$ cat config.mk
export PLATFORM = sky130hd
export DESIGN_NAME = axis_threshold_auto_repeat
export DESIGN_NICKNAME = d
export VERILOG_FILES = /design/src/sv/atar_pkg.sv /design/src/sv/atar_cfg_regs.sv /design/src/sv/atar_in_stage.sv /design/src/sv/atar_core.sv /design/src/sv/atar_out_stage.sv /design/src/sv/axis_threshold_auto_repeat.sv
export SDC_FILE = /design/constraint.sdc
export NUM_CORES = 1
export LEC_CHECK = 0
export BUFFER_PORTS_ARGS = -buffer_cell sky130_fd_sc_hd__buf_2
export CORE_MARGIN = 4
export CORE_UTILIZATION = 40
export DETAILED_ROUTE_END_ITERATION = 8
export PLACE_DENSITY = 0.65
export SYNTH_ARGS = -nofsm -noshare
export SYNTH_HDL_FRONTEND = slang
export SYNTH_SLANG_ARGS = --single-unit
$ cat constraint.sdc
create_clock -name aclk -period 5.2 [get_ports aclk]
set_input_delay 0.26 -clock aclk [delete_from_list [all_inputs] [get_ports aclk]]
set_output_delay 0.26 -clock aclk [all_outputs]
set_load 0.02 [all_outputs]
$ cat src/sv/atar_pkg.sv
// Package for the axis threshold auto-repeat block: item types, config bundle, constants.
// No dependencies; used by every module of the block.
package atar_pkg;

    localparam int CFG_IDX_W  = 2;
    localparam int CFG_DATA_W = 16;

    typedef enum logic [CFG_IDX_W-1:0] {
        CFG_AXIS_THRESHOLD     = 2'd0,
        CFG_INITIAL_DELAY_MS   = 2'd1,
        CFG_REPEAT_INTERVAL_MS = 2'd2
    } cfg_index_t;

    localparam logic [14:0] THRESHOLD_RST = 15'd20000;
    localparam logic [15:0] DELAY_RST     = 16'd400;
    localparam logic [15:0] INTERVAL_RST  = 16'd135;
    localparam logic [15:0] TIMER_MAX     = 16'hFFFF;

    localparam logic KIND_SAMPLE = 1'b0;
    localparam logic KIND_TICK   = 1'b1;

    typedef struct packed {
        logic              kind;
        logic [7:0]        axis_index;
        logic signed [15:0] axis_value;
        logic [9:0]        elapsed_ms;
    } in_item_t;

    typedef struct packed {
        logic left_fire;
        logic right_fire;
        logic left_held;
        logic right_held;
    } out_item_t;

    typedef struct packed {
        logic [14:0] axis_threshold;
        logic [15:0] initial_delay_ms;
        logic [15:0] repeat_interval_ms;
    } cfg_t;

endpackage

$ cat src/sv/atar_cfg_regs.sv
// Configuration register file: decodes plain writes into the three settings.
// Depends on atar_pkg.
module atar_cfg_regs (
    input  logic                               aclk,
    input  logic                               aresetn,
    input  logic                               cfg_we,
    input  logic [atar_pkg::CFG_IDX_W-1:0]     cfg_index,
    input  logic [atar_pkg::CFG_DATA_W-1:0]    cfg_wdata,
    output atar_pkg::cfg_t                     cfg
);
    import atar_pkg::*;

    cfg_t cfg_reg;
    cfg_t cfg_next;

    always_comb begin
        cfg_next = cfg_reg;
        if (cfg_we) begin
            unique case (cfg_index)
                CFG_AXIS_THRESHOLD:     cfg_next.axis_threshold     = cfg_wdata[14:0];
                CFG_INITIAL_DELAY_MS:   cfg_next.initial_delay_ms   = cfg_wdata;
                CFG_REPEAT_INTERVAL_MS: cfg_next.repeat_interval_ms = cfg_wdata;
                default:                cfg_next = cfg_reg;
            endcase
        end
    end

    always_ff @(posedge aclk) begin
        if (!aresetn) begin
            cfg_reg.axis_threshold     <= THRESHOLD_RST;
            cfg_reg.initial_delay_ms   <= DELAY_RST;
            cfg_reg.repeat_interval_ms <= INTERVAL_RST;
        end else begin
            cfg_reg <= cfg_next;
        end
    end

    assign cfg = cfg_reg;

endmodule

$ cat src/sv/atar_in_stage.sv
// Input register: holds one accepted item until the core consumes it.
// Depends on atar_pkg.
module atar_in_stage (
    input  logic               aclk,
    input  logic               aresetn,
    input  logic               s_valid,
    output logic               s_ready,
    input  atar_pkg::in_item_t s_item,
    input  logic               advance,
    output logic               item_valid,
    output atar_pkg::in_item_t item
);
    import atar_pkg::*;

    logic     valid_reg;
    logic     valid_next;
    in_item_t item_reg;

    // slot frees up in the same cycle the core takes it
    assign s_ready = !valid_reg || advance;

    always_comb begin
        valid_next = valid_reg;
        if (s_valid && s_ready) begin
            valid_next = 1'b1;
        end else if (advance) begin
            valid_next = 1'b0;
        end
    end

    always_ff @(posedge aclk) begin
        if (!aresetn) begin
            valid_reg <= 1'b0;
        end else begin
            valid_reg <= valid_next;
        end
    end

    always_ff @(posedge aclk) begin
        if (s_valid && s_ready) begin
            item_reg <= s_item;
        end
    end

    assign item_valid = valid_reg;
    assign item       = item_reg;

endmodule

$ cat src/sv/atar_core.sv
// Held-flag, first-press and repeat-timer state with its single-pass update logic.
// Depends on atar_pkg.
module atar_core (
    input  logic                aclk,
    input  logic                aresetn,
    input  atar_pkg::cfg_t      cfg,
    input  logic                advance,
    input  atar_pkg::in_item_t  item,
    output atar_pkg::out_item_t result
);
    import atar_pkg::*;

    logic signed [15:0] prev_reg, prev_next;
    logic               rpress_reg, rpress_next;
    logic               lpress_reg, lpress_next;
    logic               rfirst_reg, rfirst_next;
    logic               lfirst_reg, lfirst_next;
    logic [15:0]        timer_reg, timer_next;

    logic signed [16:0] pos;
    logic signed [16:0] neg;
    logic signed [16:0] prev_x;
    logic signed [16:0] samp_x;
    logic [16:0]        sum;
    logic [15:0]        sat;
    logic [15:0]        limit;
    logic               lfire;
    logic               rfire;

    assign pos    = signed'({2'b00, cfg.axis_threshold});
    assign neg    = -pos;
    assign prev_x = {prev_reg[15], prev_reg};
    assign samp_x = {item.axis_value[15], item.axis_value};
    assign sum    = {1'b0, timer_reg} + {7'd0, item.elapsed_ms};
    assign sat    = sum[16] ? TIMER_MAX : sum[15:0];
    assign limit  = (rfirst_reg || lfirst_reg) ? cfg.initial_delay_ms
                                               : cfg.repeat_interval_ms;

    always_comb begin
        prev_next   = prev_reg;
        rpress_next = rpress_reg;
        lpress_next = lpress_reg;
        rfirst_next = rfirst_reg;
        lfirst_next = lfirst_reg;
        timer_next  = timer_reg;
        lfire       = 1'b0;
        rfire       = 1'b0;
        if (item.kind == KIND_SAMPLE) begin
            if (item.axis_index == 8'd0) begin
                if (prev_x <= pos && samp_x > pos) begin
                    rpress_next = 1'b1;
                    rfirst_next = 1'b1;
                end
                if (prev_x > pos && samp_x <= pos) begin
                    rpress_next = 1'b0;
                    rfirst_next = 1'b0;
                end
                if (prev_x > neg && samp_x <= neg) begin
                    lpress_next = 1'b1;
                    lfirst_next = 1'b1;
                end
                if (prev_x <= neg && samp_x > neg) begin
                    lpress_next = 1'b0;
                    lfirst_next = 1'b0;
                end
                prev_next = item.axis_value;
            end
        end else if (lpress_reg || rpress_reg) begin
            timer_next = sat;
            if (sat >= limit) begin
                // left wins when both are held
                if (lpress_reg) begin
                    lfire       = 1'b1;
                    lfirst_next = 1'b0;
                end else begin
                    rfire       = 1'b1;
                    rfirst_next = 1'b0;
                end
                timer_next = 16'd0;
            end
        end else begin
            timer_next  = 16'd0;
            lfirst_next = 1'b0;
            rfirst_next = 1'b0;
        end
    end

    always_ff @(posedge aclk) begin
        if (!aresetn) begin
            prev_reg   <= '0;
            rpress_reg <= 1'b0;
            lpress_reg <= 1'b0;
            rfirst_reg <= 1'b0;
            lfirst_reg <= 1'b0;
            timer_reg  <= '0;
        end else if (advance) begin
            prev_reg   <= prev_next;
            rpress_reg <= rpress_next;
            lpress_reg <= lpress_next;
            rfirst_reg <= rfirst_next;
            lfirst_reg <= lfirst_next;
            timer_reg  <= timer_next;
        end
    end

    assign result.left_fire  = lfire;
    assign result.right_fire = rfire;
    assign result.left_held  = lpress_next;
    assign result.right_held = rpress_next;

endmodule

$ cat src/sv/atar_out_stage.sv
// Result register: holds one finished item until the downstream side takes it.
// Depends on atar_pkg.
module atar_out_stage (
    input  logic                aclk,
    input  logic                aresetn,
    input  logic                advance,
    input  atar_pkg::out_item_t result,
    output logic                can_take,
    output logic                m_valid,
    input  logic                m_ready,
    output atar_pkg::out_item_t m_item
);
    import atar_pkg::*;

    logic      valid_reg;
    logic      valid_next;
    out_item_t item_reg;

    assign can_take = !valid_reg || m_ready;

    always_comb begin
        valid_next = valid_reg;
        if (advance) begin
            valid_next = 1'b1;
        end else if (m_ready) begin
            valid_next = 1'b0;
        end
    end

    always_ff @(posedge aclk) begin
        if (!aresetn) begin
            valid_reg <= 1'b0;
        end else begin
            valid_reg <= valid_next;
        end
    end

    always_ff @(posedge aclk) begin
        if (advance) begin
            item_reg <= result;
        end
    end

    assign m_valid = valid_reg;
    assign m_item  = item_reg;

endmodule

$ cat src/sv/axis_threshold_auto_repeat.sv
// Top level of the axis threshold auto-repeat block.
// Depends on atar_pkg, atar_cfg_regs, atar_in_stage, atar_core, atar_out_stage.
//
//   channel  | ports                          | payload
//   ---------+--------------------------------+-----------------------------------
//   input    | s_valid / s_ready / s_item     | kind, axis_index, axis_value, elapsed_ms
//   result   | m_valid / m_ready / m_item     | left_fire, right_fire, left/right_held
//   config   | cfg_we / cfg_index / cfg_wdata | threshold, initial delay, interval
//
// Rate: one item per cycle sustained while m_ready stays high; every input item yields exactly one result item.
// Path: an accepted item passes through the input register, then the single-pass state
//   update into the result register, whose valid flag drives m_valid.
// Reset: aresetn low clears the held flags, marks, timer and previous sample,
//   loads the settings with their defaults and empties both registers.
// Stalls: with m_ready low the result register holds its item and the input
//   register absorbs one more; s_ready drops only when both are full.
module axis_threshold_auto_repeat (
    input  logic                             aclk,
    input  logic                             aresetn,

    input  logic                             cfg_we,
    input  logic [atar_pkg::CFG_IDX_W-1:0]   cfg_index,
    input  logic [atar_pkg::CFG_DATA_W-1:0]  cfg_wdata,

    input  logic                             s_valid,
    output logic                             s_ready,
    input  atar_pkg::in_item_t               s_item,

    output logic                             m_valid,
    input  logic                             m_ready,
    output atar_pkg::out_item_t              m_item
);
    import atar_pkg::*;

    cfg_t      cfg;
    logic      item_valid;
    in_item_t  item;
    out_item_t result;
    logic      can_take;
    logic      advance;

    // core consumes the held item whenever the result register has room
    assign advance = item_valid && can_take;

    atar_cfg_regs u_cfg (
        .aclk      (aclk),
        .aresetn   (aresetn),
        .cfg_we    (cfg_we),
        .cfg_index (cfg_index),
        .cfg_wdata (cfg_wdata),
        .cfg       (cfg)
    );

    atar_in_stage u_in (
        .aclk       (aclk),
        .aresetn    (aresetn),
        .s_valid    (s_valid),
        .s_ready    (s_ready),
        .s_item     (s_item),
        .advance    (advance),
        .item_valid (item_valid),
        .item       (item)
    );

    // state update: crossing detect on samples, timer and fire logic on ticks
    atar_core u_core (
        .aclk    (aclk),
        .aresetn (aresetn),
        .cfg     (cfg),
        .advance (advance),
        .item    (item),
        .result  (result)
    );

    atar_out_stage u_out (
        .aclk     (aclk),
        .aresetn  (aresetn),
        .advance  (advance),
        .result   (result),
        .can_take (can_take),
        .m_valid  (m_valid),
        .m_ready  (m_ready),
        .m_item   (m_item)
    );

endmodule
## Yosys cells after proc, flatten, opt, wreduce, memory -nomap -nowiden

Index checks and enable logic that the tools add are counted.
W data, S select, Z words.

- Muxes and demuxes: 32
- Eq/ne operators: 5
- $add $sub $neg: 2
- Reduce and logical (&&, ||, !) cells: 27
- Magnitude comparators: 9
- Bitwise operators: 1

Operators by type and width:

| kind | number |
|---|---|
| $mux W16 | 4 |
| $gt A16 B17 Y1 | 2 |
| $le A16 B17 Y1 | 2 |
| $gt A16 B16 Y1 | 2 |
| $le A16 B16 Y1 | 2 |
| $mux W1 | 28 |
| $add A16 B10 Y17 | 1 |
| $neg A15 Y17 | 1 |
| $ge A16 B16 Y1 | 1 |
| $reduce_and A5 Y1 | 2 |
| $logic_not A8 Y1 | 1 |
| $reduce_and A2 Y1 | 4 |
| $logic_and A1 B1 Y1 | 6 |
| $ne A3 B3 Y1 const B | 2 |
| $reduce_and A3 Y1 | 2 |
| $reduce_bool A2 Y1 | 3 |
| $reduce_bool A3 Y1 | 2 |
| $logic_or A1 B1 Y1 | 4 |
| $ne A3 B2 Y1 const B | 1 |
| $eq A2 B1 Y1 const B | 1 |
| $eq A2 B2 Y1 const B | 1 |
| $logic_not A1 Y1 | 2 |
| $logic_not A2 Y1 | 1 |
| $not A1 Y1 | 1 |

- Word-level logic and storage cells: 95
- Input port bits: 58
- Output and inout bits: 6
- Register bits after elaboration: 124

## Depth between registers and ports, before layout

- Depth after elaboration: 7
- Mapped depth: 19
- Depth with buffers taken out: 17

## Modules after synthesis

From an unflattened synthesis, not the netlist that was laid out.

- Cells, all modules: 764
- Area, all modules: 7440.9 sq um

Modules (own cells, without submodules):

| module | cells an instance | area an instance (sq um) | instances | sequential area each (sq um) |
|---|---|---|---|---|
| atar_core | 529 | 4289.1 | 1 | 720.7 |
| atar_cfg_regs | 186 | 1868.0 | 1 | 940.9 |
| atar_in_stage | 40 | 1108.6 | 1 | 1071.0 |
| atar_out_stage | 8 | 168.9 | 1 | 140.1 |
| axis_threshold_auto_repeat | 1 | 6.3 | 1 | 0.0 |

## Worst setup path after synthesis

Ideal clock, no wire load.

- Kind: reg-to-reg
- Start point: register u_in.item_reg, in the netlist u_in.item[0]
- End point: register u_core.timer_reg[13]
- Setup slack: 975 ps
- Cell stages (with the launch flop): 20
- Data arrival time: 4151 ps
- Library setup time: 74 ps
- Path through: edfxtp_1 ha_1 fa_1 a21o_1 a21oi_1 o21ai_1 a311o_1 clkbuf_1 nor2b_1 buf_2 or2_1 ha_1 a211oi_1 nand3_1 a31oi_1 o21ai_1 nor2_1 clkbuf_1 nand3b_1 a31oi_1

- Cells in the longest elaborated chain, start to end: 5

RTL lines:

| item | RTL line | source |
|---|---|---|
| from (decl) | atar_in_stage.sv:17 | `in_item_t item_reg;` |
| from (signal assigned) | atar_in_stage.sv:41 | `item_reg <= s_item;` |
| $add A16 B10 Y17 (*) | atar_core.sv:34 | `assign sum = {1'b0, timer_reg} + {7'd0, item.elapsed_ms};` |
| $mux W16 (*) | atar_core.sv:35 | `assign sat = sum[16] ? TIMER_MAX : sum[15:0];` |
| $ge A16 B16 Y1 | atar_core.sv:70 | `if (sat >= limit) begin` |
| $mux W16 (*) | atar_core.sv:70 |  |
| $mux W16 (*) | atar_core.sv:68 | `end else if (lpress_reg \|\| rpress_reg) begin` |
| to (signal assigned) | atar_core.sv:102 | `timer_reg <= timer_next;` |
| to (decl) | atar_core.sv:18 | `logic [15:0] timer_reg, timer_next;` |

Every way passes the cells marked *; elsewhere a longest branch is shown, timed or not.
A chain may end at the register's enable or synchronous reset.

## Worst setup path in the final report

- Start point: register u_in.item_reg, in the netlist u_in.item[0]
- End point: register u_core.timer_reg[15]

Same word-level chain as after synthesis.

==> flow_metrics.env <==
export IMPL_pwr_share_comb=0.104
export IMPL_synth_compound_area_share=0.174
export IMPL_initial_core_util=0.411
export IMPL_gr_usage_met3=0.0460
export IMPL_gp_congestion=0.902
export IMPL_whs_path_depth=1
export IMPL_reg2reg_depth=17
export IMPL_slowest_delay_ps=410
export IMPL_hold_ws_ps=14.8
export IMPL_final_cell_mix="166 x nand2_1, 107 x a21oi_1, 89 x ha_1"
export IMPL_max_cap_violations=0
export IMPL_viasPerCell=5.38
export IMPL_outcome="complete, no violations"
export IMPL_synth_area_sq_um=7190
export IMPL_hold_viol=0
export IMPL_critPathSlowestCell="fa_1"
export IMPL_grtUsageMet2=0.279
export IMPL_power_share_clock=0.479
export IMPL_crit_type="reg2reg"
export IMPL_avgSynthCellArea_sq_um=8.91
export IMPL_yosys_warnings=0
export IMPL_muxShareOfSynthArea=0.0240
export IMPL_grt_pass1_vias=5840
export IMPL_place_hpwl_um=13100
export IMPL_drt_wl_total_um=17800
export IMPL_largest_reg_flops=47
export IMPL_worstPathCellList="ha_1, fa_1, a21o_1, a21oi_1, o21ai_1, a311o_1, nor2b_1, or2_1, ha_1, a211oi_1, nand3_1, a31oi_1, o21ai_1, nor2_1, buf_4, a41o_1, o211a_1"
export IMPL_critPathBufInv=1
export IMPL_clock_fmax_mhz=218
export IMPL_clock_sinks=124
export IMPL_critPathRequiredTime_ps=5560
export IMPL_synth_edf_count=39
export IMPL_yosys_area_share_simple=0.189
export IMPL_post_route_period_util=0.882
export IMPL_seq_power_share=0.417
export IMPL_cts_max_path_buffers=2
export IMPL_finalSetupViolCount=0
export IMPL_io_buffer_count=63
export IMPL_clock_skew_ps=7.78
export IMPL_clkTransAtPathRegs_ps=60
export IMPL_p_leak_uw=0.00360
export IMPL_antenna_found_initial=1
export IMPL_holdPathEnd="u_in.item[9]$_DFFE_PP_"
export IMPL_vdd_drop_max_mv=0.243
export IMPL_core_area_sq_um=17500
export IMPL_n_antenna_cell=0
export IMPL_grt_start_max_net_pins=41
export IMPL_swShare=0.239
export IMPL_async_flop_share=0
export IMPL_synth_area_leaders="dfxtp_1 24%, edfxtp_1 16%, ha_1 15%"
export IMPL_placed_cells=1068
export IMPL_gr_usage_all_layers=0.183
export IMPL_globalRouteMet1Util=0.254
export IMPL_cp_max_fo=11
export IMPL_slew_limit_headroom=0.245
export IMPL_syn_inst=807
export IMPL_fin_nets=1026
export IMPL_worstHoldStart="s_item[9]"
export IMPL_dr_pass1_iters=5
export IMPL_ys_ff_latch=124
export IMPL_crit_start="u_in.item[0]$_DFFE_PP_"
export IMPL_period_minus_slack_ps=4590
export IMPL_synthAdderAreaFrac=0.158
export IMPL_htree_levels=4
export IMPL_final_cells=1116
export IMPL_synth_largest_area_cell="dfxtp_1"
export IMPL_synth_xor_area_frac=0.0244
export IMPL_cts_hold_buf=15
export IMPL_post_cts_buffers=0
export IMPL_drc=0
export IMPL_area_growth_pct=18.0
export IMPL_io_pins=64
export IMPL_final_area_sq_um=8480
export IMPL_grt_pass1_wl_um=29200
export IMPL_synth_top_family_by_area="simple AND/OR/NAND/NOR gates"
export IMPL_die_h_um=142
export IMPL_detailed_place_area_sq_um=7700
export IMPL_final_common_cell="nand2_1"
export IMPL_overflow=0
export IMPL_cts_root_buf="clkbuf_16"
export IMPL_wl_per_cell_um=15.9
export IMPL_synth_nets=955
export IMPL_cp_arrival_ps=4950
export IMPL_path_delay_family="compound AO/OA/AOI/OAI gates"
export IMPL_critPathCaptureType="flop"
export IMPL_ys_seq_area_frac=0.400
export IMPL_vias=5999
export IMPL_r2r_setup_slack_ps=610
export IMPL_die_w_um=142
export IMPL_layout_drive_gt1_share=0.129
export IMPL_synthFlopType="dfxtp_1"
export IMPL_fp_dieArea_sq_um=20200
export IMPL_ant_nets=0
export IMPL_synth_top_area_share=0.237
export IMPL_rr_startpoint="u_in.item[0]$_DFFE_PP_"
export IMPL_min_path_type="in2reg"
export IMPL_startpoint_type="flop"
export IMPL_p_sw_uw=606
export IMPL_p_int_uw=1930
export IMPL_yosysUniqueCellTypes=60
export IMPL_drv_slew=0
export IMPL_tightest_slew_ps=1130
export IMPL_p_per_area_nw_per_um2=299
export IMPL_reg2reg_to="u_core.timer_reg[15]$_SDFFE_PN0P_"
export IMPL_rsz0062_at_grt="false"
export IMPL_cts_buffers=17
export IMPL_grt_busiest_layer="met2"
export IMPL_row_count=48
export IMPL_drt_iter0_markers=405
export IMPL_setup_tns_ps=0
export IMPL_ctsResizeCount=0
export IMPL_finalPower_uw=2540
export IMPL_clock_latency_ps=420
export IMPL_cts_tree="yes"
power by group through the flow:
stage	clock (uW)	sequential, uW	combinational [uW]
global placement	0	1080	249
global route	1280	1060	304
floorplan	0	1070	172
detailed placement	0	1080	254
CTS	1230	1060	265
finish	1220	1060	265
logic make-up after synthesis:
family,after synthesis
buffers and inverters,58
adders and majority gates,90
xor gates and xnor gates,20
DFF,124
AOI/OAI and AO/OA,204
and+or+nand+nor,294
muxes,17
through the flow:
step | utilization | setup WS [ps]
2_1_floorplan | - | 975
3_3_place_gp | 0.441 | 718
3_5_place_dp | 0.441 | 621
4_1_cts | 0.485 | 596
5_1_grt | 0.485 | 152
6_report | 0.485 | 613
metal layers:
layer,up-vias,routed length [um]
met4,2,313
met2,141,7710
met3,30,1090
met1,2776,8620
met5,-,13
li1,3050,-
cell type report:
type,instances,area [sq um]
fillers,1680,8990
clock inverters,9,108
flip-flops and latches,124,2870
well taps,225,282
inverters,27,101
clock buffers,23,510
multi-input cells,625,4100
repair buffers,83,505
how the worst max path moves through the flow:
stage	cells after the start	endpoint	slack, ps
final	17	u_core.timer_reg[15]$_SDFFE_PN0P_	610
after CTS	17	u_core.timer_reg[15]$_SDFFE_PN0P_	600
after detailed placement	17	u_core.timer_reg[15]$_SDFFE_PN0P_	620
after global placement	17	u_core.timer_reg[15]$_SDFFE_PN0P_	720
after global routing	17	u_core.timer_reg[10]$_SDFFE_PN0P_	150
after floorplan	19	u_core.timer_reg[13]$_SDFFE_PN0P_	980
synthesized netlist by cell type, types with 2 or more instances:
library cell / n
o211ai_1: 10
a21o_1: 18
a211oi_1: 4
mux2_2: 2
xnor2_1: 15
nor2_1: 27
o211ai_2: 2
a31oi_1: 8
inv_1: 25
o31ai_1: 3
nand2_1: 166
ha_1: 89
o21ai_1: 10
mux2i_1: 15
o21a_1: 5
or2_1: 3
clkbuf_1: 29
inv_2: 2
a22oi_1: 3
o2111a_1: 3
nor4_1: 5
o21bai_1: 2
a311o_1: 2
nand2b_1: 8
a21oi_1: 107
nand3_1: 23
o2111ai_1: 2
xor2_1: 5
buf_2: 2
nor2b_1: 11
and3_1: 6
and2_1: 5
nand3b_1: 4
nor3_1: 8
nand4_1: 17
edfxtp_1: 39
dfxtp_1: 85
o21ai_0: 15
(Power assumes the default switching activity.)
